`src/hw/rtl/dq_pkg.sv`:
```
// Shared types and codes for the double-ended queue.
// Holds request, status and shift codes and the cell control struct.
// No dependencies.
package dq_pkg;

  localparam int DQ_REQ_W        = 3;
  localparam int DQ_STATUS_W     = 2;
  localparam int DQ_KEEP_W       = 5;
  localparam int DQ_COUNT_W      = 5;
  localparam int DQ_PORT_VALUE_W = 32;

  // Request codes
  localparam logic [DQ_REQ_W-1:0] DQ_REQ_QUERY      = 3'd0;
  localparam logic [DQ_REQ_W-1:0] DQ_REQ_PUSH_BACK  = 3'd1;
  localparam logic [DQ_REQ_W-1:0] DQ_REQ_PUSH_FRONT = 3'd2;
  localparam logic [DQ_REQ_W-1:0] DQ_REQ_POP_BACK   = 3'd3;
  localparam logic [DQ_REQ_W-1:0] DQ_REQ_POP_FRONT  = 3'd4;
  localparam logic [DQ_REQ_W-1:0] DQ_REQ_TRIM_FRONT = 3'd5;
  localparam logic [DQ_REQ_W-1:0] DQ_REQ_TRIM_BACK  = 3'd6;

  // Status codes
  localparam logic [DQ_STATUS_W-1:0] DQ_ST_OK         = 2'd0;
  localparam logic [DQ_STATUS_W-1:0] DQ_ST_POP_EMPTY  = 2'd1;
  localparam logic [DQ_STATUS_W-1:0] DQ_ST_PUSH_FULL  = 2'd2;

  // Shift direction along the cell row
  localparam logic [1:0] DQ_SH_HOLD  = 2'd0;
  localparam logic [1:0] DQ_SH_LEFT  = 2'd1; // toward the front: pop front, trim front
  localparam logic [1:0] DQ_SH_RIGHT = 2'd2; // away from the front: push front

  typedef struct packed {
    logic [1:0] shift;
    logic       add_back;
    logic       drop_back;
    logic       trim_back;
  } dq_ctrl_t;

endpackage

```
`src/hw/rtl/dq_cell.sv`:
```
// One storage cell of the queue row: a value and a valid bit.
// Moves data to and from its neighbors under a broadcast control word.
// Depends on dq_pkg.
module dq_cell
  import dq_pkg::*;
#(
  parameter int VALUE_WIDTH = 32,
  parameter int KW          = 5,
  parameter int IDX         = 0
) (
  input  logic                   clk,
  input  logic                   rst_n,
  input  dq_ctrl_t               ctrl,
  input  logic [KW-1:0]          keep,
  input  logic [VALUE_WIDTH-1:0] din,
  input  logic [VALUE_WIDTH-1:0] prev_data,
  input  logic                   prev_valid,
  input  logic [VALUE_WIDTH-1:0] next_data,
  input  logic                   next_valid,
  output logic [VALUE_WIDTH-1:0] data_o,
  output logic                   valid_o,
  output logic [VALUE_WIDTH-1:0] tail_data_o
);

  logic [VALUE_WIDTH-1:0] data_r, data_nxt;
  logic                   valid_r, valid_nxt;

  always_comb begin
    data_nxt  = data_r;
    valid_nxt = valid_r;
    case (ctrl.shift)
      DQ_SH_RIGHT: begin
        data_nxt  = prev_data;
        valid_nxt = prev_valid;
      end
      DQ_SH_LEFT: begin
        data_nxt  = next_data;
        valid_nxt = next_valid;
      end
      default: begin
      end
    endcase
    // first empty cell takes the pushed value
    if (ctrl.add_back && !valid_r && prev_valid) begin
      data_nxt  = din;
      valid_nxt = 1'b1;
    end
    // last held cell drops out
    if (ctrl.drop_back && valid_r && !next_valid) begin
      valid_nxt = 1'b0;
    end
    if (ctrl.trim_back && (KW'(IDX) >= keep)) begin
      valid_nxt = 1'b0;
    end
  end

  always_ff @(posedge clk) begin
    data_r <= data_nxt;
  end

  always_ff @(posedge clk) begin
    if (!rst_n) begin
      valid_r <= 1'b0;
    end else begin
      valid_r <= valid_nxt;
    end
  end

  assign data_o      = data_r;
  assign valid_o     = valid_r;
  assign tail_data_o = (valid_r && !next_valid) ? data_r : '0;

endmodule

```
`src/hw/rtl/double_ended_queue.sv`:
```
// Bounded double-ended queue built as a row of shifting storage cells.
// Depends on dq_pkg and dq_cell.
//
// Usage:
//   Input channel (in_valid / in_stall) carries one request per transfer:
//   query, push back, push front, pop back, pop front, trim front, trim back.
//   Output channel (out_valid / out_stall) returns one result per request:
//   status, front and back values, entry count and an empty flag.
//   Cell 0 always holds the front entry; held entries occupy a contiguous run
//   of cells from cell 0, so the back entry is the last valid cell.
// Request flow:
//   A request updates the cells, count and status; its result is then
//   registered once the result register is free. Requests are taken one per
//   cycle unless a stalled result or a trim front in progress holds them; a trim front
//   dropping N entries shifts the row one cell per cycle, then registers its
//   result. The back value comes from an OR tree over all CAPACITY cells.
// Reset (rst_n low, synchronous): all cells read empty, count is zero, no
//   result is pending. Stored values are not cleared.
// Receiver stall: the result register holds while out_stall is high; one
//   further request may be taken, and then in_stall rises until the result
//   register drains.
module double_ended_queue
  import dq_pkg::*;
#(
  parameter int CAPACITY    = 16,
  parameter int VALUE_WIDTH = 32
) (
  input  logic                       clk,
  input  logic                       rst_n,
  input  logic                       in_valid,
  output logic                       in_stall,
  input  logic [DQ_REQ_W-1:0]        in_req_type,
  input  logic [DQ_PORT_VALUE_W-1:0] in_value,
  input  logic [DQ_KEEP_W-1:0]       in_keep_count,
  output logic                       out_valid,
  input  logic                       out_stall,
  output logic [DQ_STATUS_W-1:0]     out_status,
  output logic [DQ_PORT_VALUE_W-1:0] out_front_value,
  output logic [DQ_PORT_VALUE_W-1:0] out_back_value,
  output logic [DQ_COUNT_W-1:0]      out_count,
  output logic                       out_is_empty
);

  localparam int CW = $clog2(CAPACITY + 1);
  localparam int KW = (CW > DQ_KEEP_W) ? CW : DQ_KEEP_W;

  // control state
  logic [CW-1:0]          count_r, count_nxt;
  logic [CW-1:0]          trim_left_r, trim_left_nxt;
  logic                   rep_r, rep_nxt;
  logic                   out_valid_r, out_valid_nxt;
  logic [DQ_STATUS_W-1:0] status_r, status_nxt;

  // result register
  logic [DQ_STATUS_W-1:0]     out_status_r;
  logic [DQ_PORT_VALUE_W-1:0] out_front_r, out_back_r;
  logic [DQ_COUNT_W-1:0]      out_count_r;
  logic                       out_empty_r;

  logic in_xfer, out_free, report_fire;
  logic full, empty;
  logic [KW-1:0] keep_w, count_w;
  logic [CW-1:0] excess;
  dq_ctrl_t      ctrl;

  logic [VALUE_WIDTH-1:0] din;
  logic [VALUE_WIDTH-1:0] chain_data  [CAPACITY+2];
  logic                   chain_valid [CAPACITY+2];
  logic [VALUE_WIDTH-1:0] tail_data   [CAPACITY];
  logic [VALUE_WIDTH-1:0] front_sel, back_sel;

  assign out_free    = !out_valid_r || !out_stall;
  assign report_fire = rep_r && (trim_left_r == '0) && out_free;
  assign in_stall    = !((trim_left_r == '0) && (!rep_r || report_fire));
  assign in_xfer     = in_valid && !in_stall;

  assign full    = (count_r == CW'(CAPACITY));
  assign empty   = (count_r == '0);
  assign keep_w  = KW'(in_keep_count);
  assign count_w = KW'(count_r);
  assign excess  = CW'(count_w - keep_w);
  assign din     = VALUE_WIDTH'(in_value);

  // Decode the request into a cell control word, the new count and status, or continue a trim front.
  always_comb begin
    ctrl          = '0;
    count_nxt     = count_r;
    trim_left_nxt = trim_left_r;
    status_nxt    = status_r;
    rep_nxt       = rep_r;
    if (report_fire) begin
      rep_nxt = 1'b0;
    end
    if (trim_left_r != '0) begin
      // continue a trim front: advance the row by one cell
      ctrl.shift    = DQ_SH_LEFT;
      trim_left_nxt = trim_left_r - 1'b1;
    end else if (in_xfer) begin
      rep_nxt    = 1'b1;
      status_nxt = DQ_ST_OK;
      case (in_req_type)
        DQ_REQ_PUSH_BACK: begin
          if (full) begin
            status_nxt = DQ_ST_PUSH_FULL;
          end else begin
            ctrl.add_back = 1'b1;
            count_nxt     = count_r + 1'b1;
          end
        end
        DQ_REQ_PUSH_FRONT: begin
          if (full) begin
            status_nxt = DQ_ST_PUSH_FULL;
          end else begin
            ctrl.shift = DQ_SH_RIGHT;
            count_nxt  = count_r + 1'b1;
          end
        end
        DQ_REQ_POP_BACK: begin
          if (empty) begin
            status_nxt = DQ_ST_POP_EMPTY;
          end else begin
            ctrl.drop_back = 1'b1;
            count_nxt      = count_r - 1'b1;
          end
        end
        DQ_REQ_POP_FRONT: begin
          if (empty) begin
            status_nxt = DQ_ST_POP_EMPTY;
          end else begin
            ctrl.shift = DQ_SH_LEFT;
            count_nxt  = count_r - 1'b1;
          end
        end
        DQ_REQ_TRIM_FRONT: begin
          if (keep_w < count_w) begin
            ctrl.shift    = DQ_SH_LEFT;
            count_nxt     = CW'(keep_w);
            trim_left_nxt = excess - 1'b1;
          end
        end
        DQ_REQ_TRIM_BACK: begin
          if (keep_w < count_w) begin
            ctrl.trim_back = 1'b1;
            count_nxt      = CW'(keep_w);
          end
        end
        default: begin
          // query and the unused code change nothing
        end
      endcase
    end
  end

  // Cell row, with the pushed value tied in front of cell 0 and an empty
  // slot behind the last cell.
  assign chain_data[0]           = din;
  assign chain_valid[0]          = 1'b1;
  assign chain_data[CAPACITY+1]  = '0;
  assign chain_valid[CAPACITY+1] = 1'b0;

  for (genvar i = 0; i < CAPACITY; i++) begin : g_cell
    dq_cell #(
      .VALUE_WIDTH(VALUE_WIDTH),
      .KW         (KW),
      .IDX        (i)
    ) u_cell (
      .clk        (clk),
      .rst_n      (rst_n),
      .ctrl       (ctrl),
      .keep       (keep_w),
      .din        (din),
      .prev_data  (chain_data[i]),
      .prev_valid (chain_valid[i]),
      .next_data  (chain_data[i+2]),
      .next_valid (chain_valid[i+2]),
      .data_o     (chain_data[i+1]),
      .valid_o    (chain_valid[i+1]),
      .tail_data_o(tail_data[i])
    );
  end

  // Front is cell 0; back is the one cell that flags itself as the tail.
  assign front_sel = chain_valid[1] ? chain_data[1] : '0;

  always_comb begin
    back_sel = '0;
    for (int i = 0; i < CAPACITY; i++) begin
      back_sel = back_sel | tail_data[i];
    end
  end

  assign out_valid_nxt = report_fire ? 1'b1 : (out_valid_r && out_stall);

  always_ff @(posedge clk) begin
    if (!rst_n) begin
      count_r     <= '0;
      trim_left_r <= '0;
      rep_r       <= 1'b0;
      out_valid_r <= 1'b0;
    end else begin
      count_r     <= count_nxt;
      trim_left_r <= trim_left_nxt;
      rep_r       <= rep_nxt;
      out_valid_r <= out_valid_nxt;
    end
  end

  always_ff @(posedge clk) begin
    status_r <= status_nxt;
    if (report_fire) begin
      out_status_r <= status_r;
      out_front_r  <= DQ_PORT_VALUE_W'(front_sel);
      out_back_r   <= DQ_PORT_VALUE_W'(back_sel);
      out_count_r  <= DQ_COUNT_W'(count_r);
      out_empty_r  <= empty;
    end
  end

  assign out_valid       = out_valid_r;
  assign out_status      = out_status_r;
  assign out_front_value = out_front_r;
  assign out_back_value  = out_back_r;
  assign out_count       = out_count_r;
  assign out_is_empty    = out_empty_r;

endmodule

```
`config.mk`:
```
export PLATFORM = sky130hd
export DESIGN_NAME = double_ended_queue
export DESIGN_NICKNAME = d
export VERILOG_FILES = /design/src/hw/rtl/dq_pkg.sv /design/src/hw/rtl/dq_cell.sv /design/src/hw/rtl/double_ended_queue.sv
export SDC_FILE = /design/constraint.sdc
export NUM_CORES = 2
export LEC_CHECK = 0
export ABC_AREA = 1
export BUFFER_PORTS_ARGS = -buffer_cell sky130_fd_sc_hd__buf_2
export CAP_MARGIN = 20
export CORE_ASPECT_RATIO = 1.1
export CORE_MARGIN = 1.5
export CORE_UTILIZATION = 45
export CTS_CLUSTER_DIAMETER = 50
export DETAILED_ROUTE_END_ITERATION = 8
export SLEW_MARGIN = 10
export SYNTH_ARGS = -nofsm -noshare
export SYNTH_HDL_FRONTEND = slang
export SYNTH_SLANG_ARGS = --single-unit
```
`constraint.sdc`:
```
create_clock -name clk -period 5.3 [get_ports clk]
set_input_delay 0.53 -clock clk [delete_from_list [all_inputs] [get_ports clk]]
set_output_delay 0.53 -clock clk [all_outputs]
set_load 0.03 [all_outputs]
```
==> results.yml <==
run_status:
  status: "completed"
place:
  gpl.final_weighted_congestion: 0.874
  dpl_worst_slack_ns: 1.35
  numPortBuffers: 117
  hpwl_um: 73800
die:
  die_x_um: 267
  num_rows: 106
  coreArea_mm2: 0.0759
  start_util_pct: 45.4
  die_area_mm2: 0.0782
  die_h_um: 293
  io_pins: 118
pwr:
  power_frac_comb_pct: 45.9
  p_switching_uw: 13600
  powerDensity_mw_per_mm2: 799
  p_seq_share_pct: 37.0
  clkPwrFrac_pct: 17.1
  ir_worst_vdd_uv: 690
  p_int_uw: 16900
  p_sw_share_pct: 44.5
  p_leak_uw: 0.0163
setup_path:
  reg2reg_depth: 9
  worstSetupStartpointType: "flop"
  cp.required_ns: 5.55
  critPathKind: "flop to flop"
  r2r_end: "g_cell[2].u_cell.data_o[12]"
  critPathCaptureType: "flop"
  slowest_delay_ns: 0.71
  r2r_slack_ns: 1.31
  crit_arrival_ns: 4.24
  cp_num_buf_inv: 2
  cp_slowest_cell: "nand2_4"
  r2r-start: "trim_left_r[0]"
  crit_family: "simple AND/OR/NAND/NOR gates"
  path_max_fanout: 66
  crit_chain: "inv_1 -> ha_1 -> nand2_1 -> nor2_4 -> o211ai_4 -> nor3_4 -> nand2_4 -> nand2_2 -> buf_4"
finish:
  layout.nets: 4297
  layout-drive-gt1-share_pct: 8.31
  num_antenna_cells: 0
  syn2layout_area_growth_pct: 11.0
  layout_common_cells: "1450 x nand2_1, 923 x o21ai_0, 586 x edfxtp_1"
  final_common_cell: "nand2_1"
  fill_cells: 7421
routing:
  avgViaCountPerCell: 5.80
  drt_iter0_markers: 4038
  drc: 0
  drt_pre_antenna_iters: 6
  wl_per_cell_um: 23.3
  vias: 30900
  routed_wl_um: 124000
  ant_nets: 0
grt:
  grt_max_degree: 205
  grt_usage_pct: 31.3
  grt_pass1_vias: 27700
  grt_pass1_wl_um: 182000
  antenna_found_initial: 4
  overflow: 0
yosys:
  muxShareOfSynthArea_pct: 0
  synth-seq-area-share_pct: 52.8
  synth_nets: 4345
  synth_compound_area_share_pct: 18.1
  synth_cells: 4285
  synth_xor_area_share_pct: 0.0254
  synthAdderAreaFrac_pct: 0.625
  avgSynthCellArea_um2: 8.03
  ys_warn_count: 0
  synth_top_family_by_area: "simple AND/OR/NAND/NOR gates"
  yosysUniqueCellTypes: 39
  synth-simple-area-share_pct: 20.1
  synthesis.area_mm2: 0.0344
  synth-seq-cells: 614
clock_network:
  cts_resized: 0
  root_buffer: "clkbuf_16"
  cts_buffers: 75
  clockBufferDepth: 3
  cts_hold_buf: 0
  clk_latency_ns: 0.63
  clk_pin_slew_worst_paths_ns: 0.06
  cts.htree.levels: 3
  post-cts-setup-buffers: 0
  tritoncts: "done"
  clock_sinks: 614
sta:
  fin_crit_ns: 3.99
  tns_ns: 0
  rsz0062_at_grt: "false"
  hold_viol: 0
  finalClockSkew_ns: 0.0212
  finalWorstSetupSlack_ns: 1.31
  maxSlewViolCount: 0
  worst_slew_pin_slew_ns: 1.05
  timing.final.crit_share_pct: 75.2
  setup_violations: 0
  fmax_mhz: 251
  slew_headroom_pct: 30.2
min_path:
  min_to: "rep_r"
  worstHoldStart: "in_valid"
  holdCritPathClass: "input pin to flop"
  min_path_cells: 3
flow_run:
  max-cap-violations: 0
==> cells in the mapped netlist, drive strengths merged <==
cell,instances,area (um^2)
a31oi,3,18.8
nand3b,1,7.51
fa,2,40.0
inv,398,1490
nor4,3,18.8
or2,3,18.8
nand4,35,225
a221oi,15,131
a21oi,59,295
clkbuf,248,931
ha,14,175
a211oi,31,233
o22ai,107,669
nand3,114,571
o2111ai,3,26.3
buf,68,438
o211ai,3,36.3
nor3,35,180
nor2,81,314
clkinv,5,18.8
edfxtp,586,17600
a22o,6,52.6
o21ai,953,4770
dfxtp,28,561
xnor2,1,8.76
nand2,1483,5590
==> state kept, by name, indices dropped and copies added, names as in the netlist <==
name and count:
out_status 2, count_r 5, g_cell.u_cell.valid_o 16, trim_left_r 5
out_count 5, out_valid 1, out_is_empty 1, rep_r 1
out_back_value 32, out_front_value 32, g_cell.u_cell.data_o 512, status_r 2
==> power by group through the flow <==
stage	clock, uW	combinational [uW]	sequential [uW]
6_report	5220	14000	11300
5_1_grt	5430	15700	11600
4_1_cts	5260	13700	11300
3_5_place_dp	0	13700	11300
3_3_place_gp	0	13300	11300
2_1_floorplan	0	9410	11000
==> worst reg2reg max path: cells and delay by family, from the launching register on <==
| kind | cells | cell delay, ns |
|---|---|---|
| buf+inv | 2 | 0.62 |
| compound gates | 1 | 0.15 |
| simple gates | 5 | 2.29 |
| fa+ha+maj | 1 | 0.15 |
| flops | 1 | 0.35 |
==> stage by stage <==
step / cells / area (um^2) / utilization [%] / power, uW / hold WS, ns
finish: 5322 / 38200 / 50.4 / 30500 / 0.293
global route: 5322 / 38200 / 50.4 / 32700 / 0.291
CTS: 5320 / 38200 / 50.3 / 30300 / 0.266
detailed placement: 5184 / 35700 / 47.1 / 25000 / 0.418
global placement: 5180 / 35600 / 47.0 / 24700 / 0.415
floorplan: 4285 / 34400 / - / 20400 / 0.400
==> routing by layer <==
layer  vias up  wire (um)  GRT usage, %  share of wire [%]
met5         -          0             0                  0
li1      14400          -             -                  -
met1     14700      51200          43.5                 41
met4         0       5290          12.8                4.3
met2      1577      54800          48.2                 44
met3       295      12700          5.72                 10
==> cells by family after synthesis <==
family	after synthesis
xor+xnor	1
buf+inv	719
compound gates	1180
flops	614
fa+ha+maj	16
simple gates	1755
==> layout make-up <==
cell class | count | area (um^2) | share of cell area [%]
clock inverters | 50 | 453 | 1.19
inverters | 403 | 1520 | 3.98
repair buffers | 191 | 1290 | 3.39
flip-flops and latches | 614 | 18200 | 47.5
clock buffers | 86 | 1990 | 5.21
multi-input cells | 2952 | 13500 | 35.3
well taps | 1026 | 1280 | 3.36
==> worst max path at each step <==
| stage | from | to | slack [ns] | depth (start not counted) |
|---|---|---|---|---|
| finish | trim_left_r[0] | g_cell[2].u_cell.data_o[12] | 1.31 | 9 |
| global route | trim_left_r[0] | g_cell[2].u_cell.data_o[7] | 1.13 | 9 |
| CTS | trim_left_r[0] | g_cell[2].u_cell.data_o[12] | 1.33 | 9 |
| detailed placement | trim_left_r[0] | g_cell[2].u_cell.data_o[8] | 1.35 | 9 |
| global placement | in_keep_count[2] | g_cell[14].u_cell.data_o[15] | 1.41 | 16 |
| floorplan | trim_left_r[0] | out_back_value[0] | 0.88 | 6 |
Power figures use the tool's default switching activity.
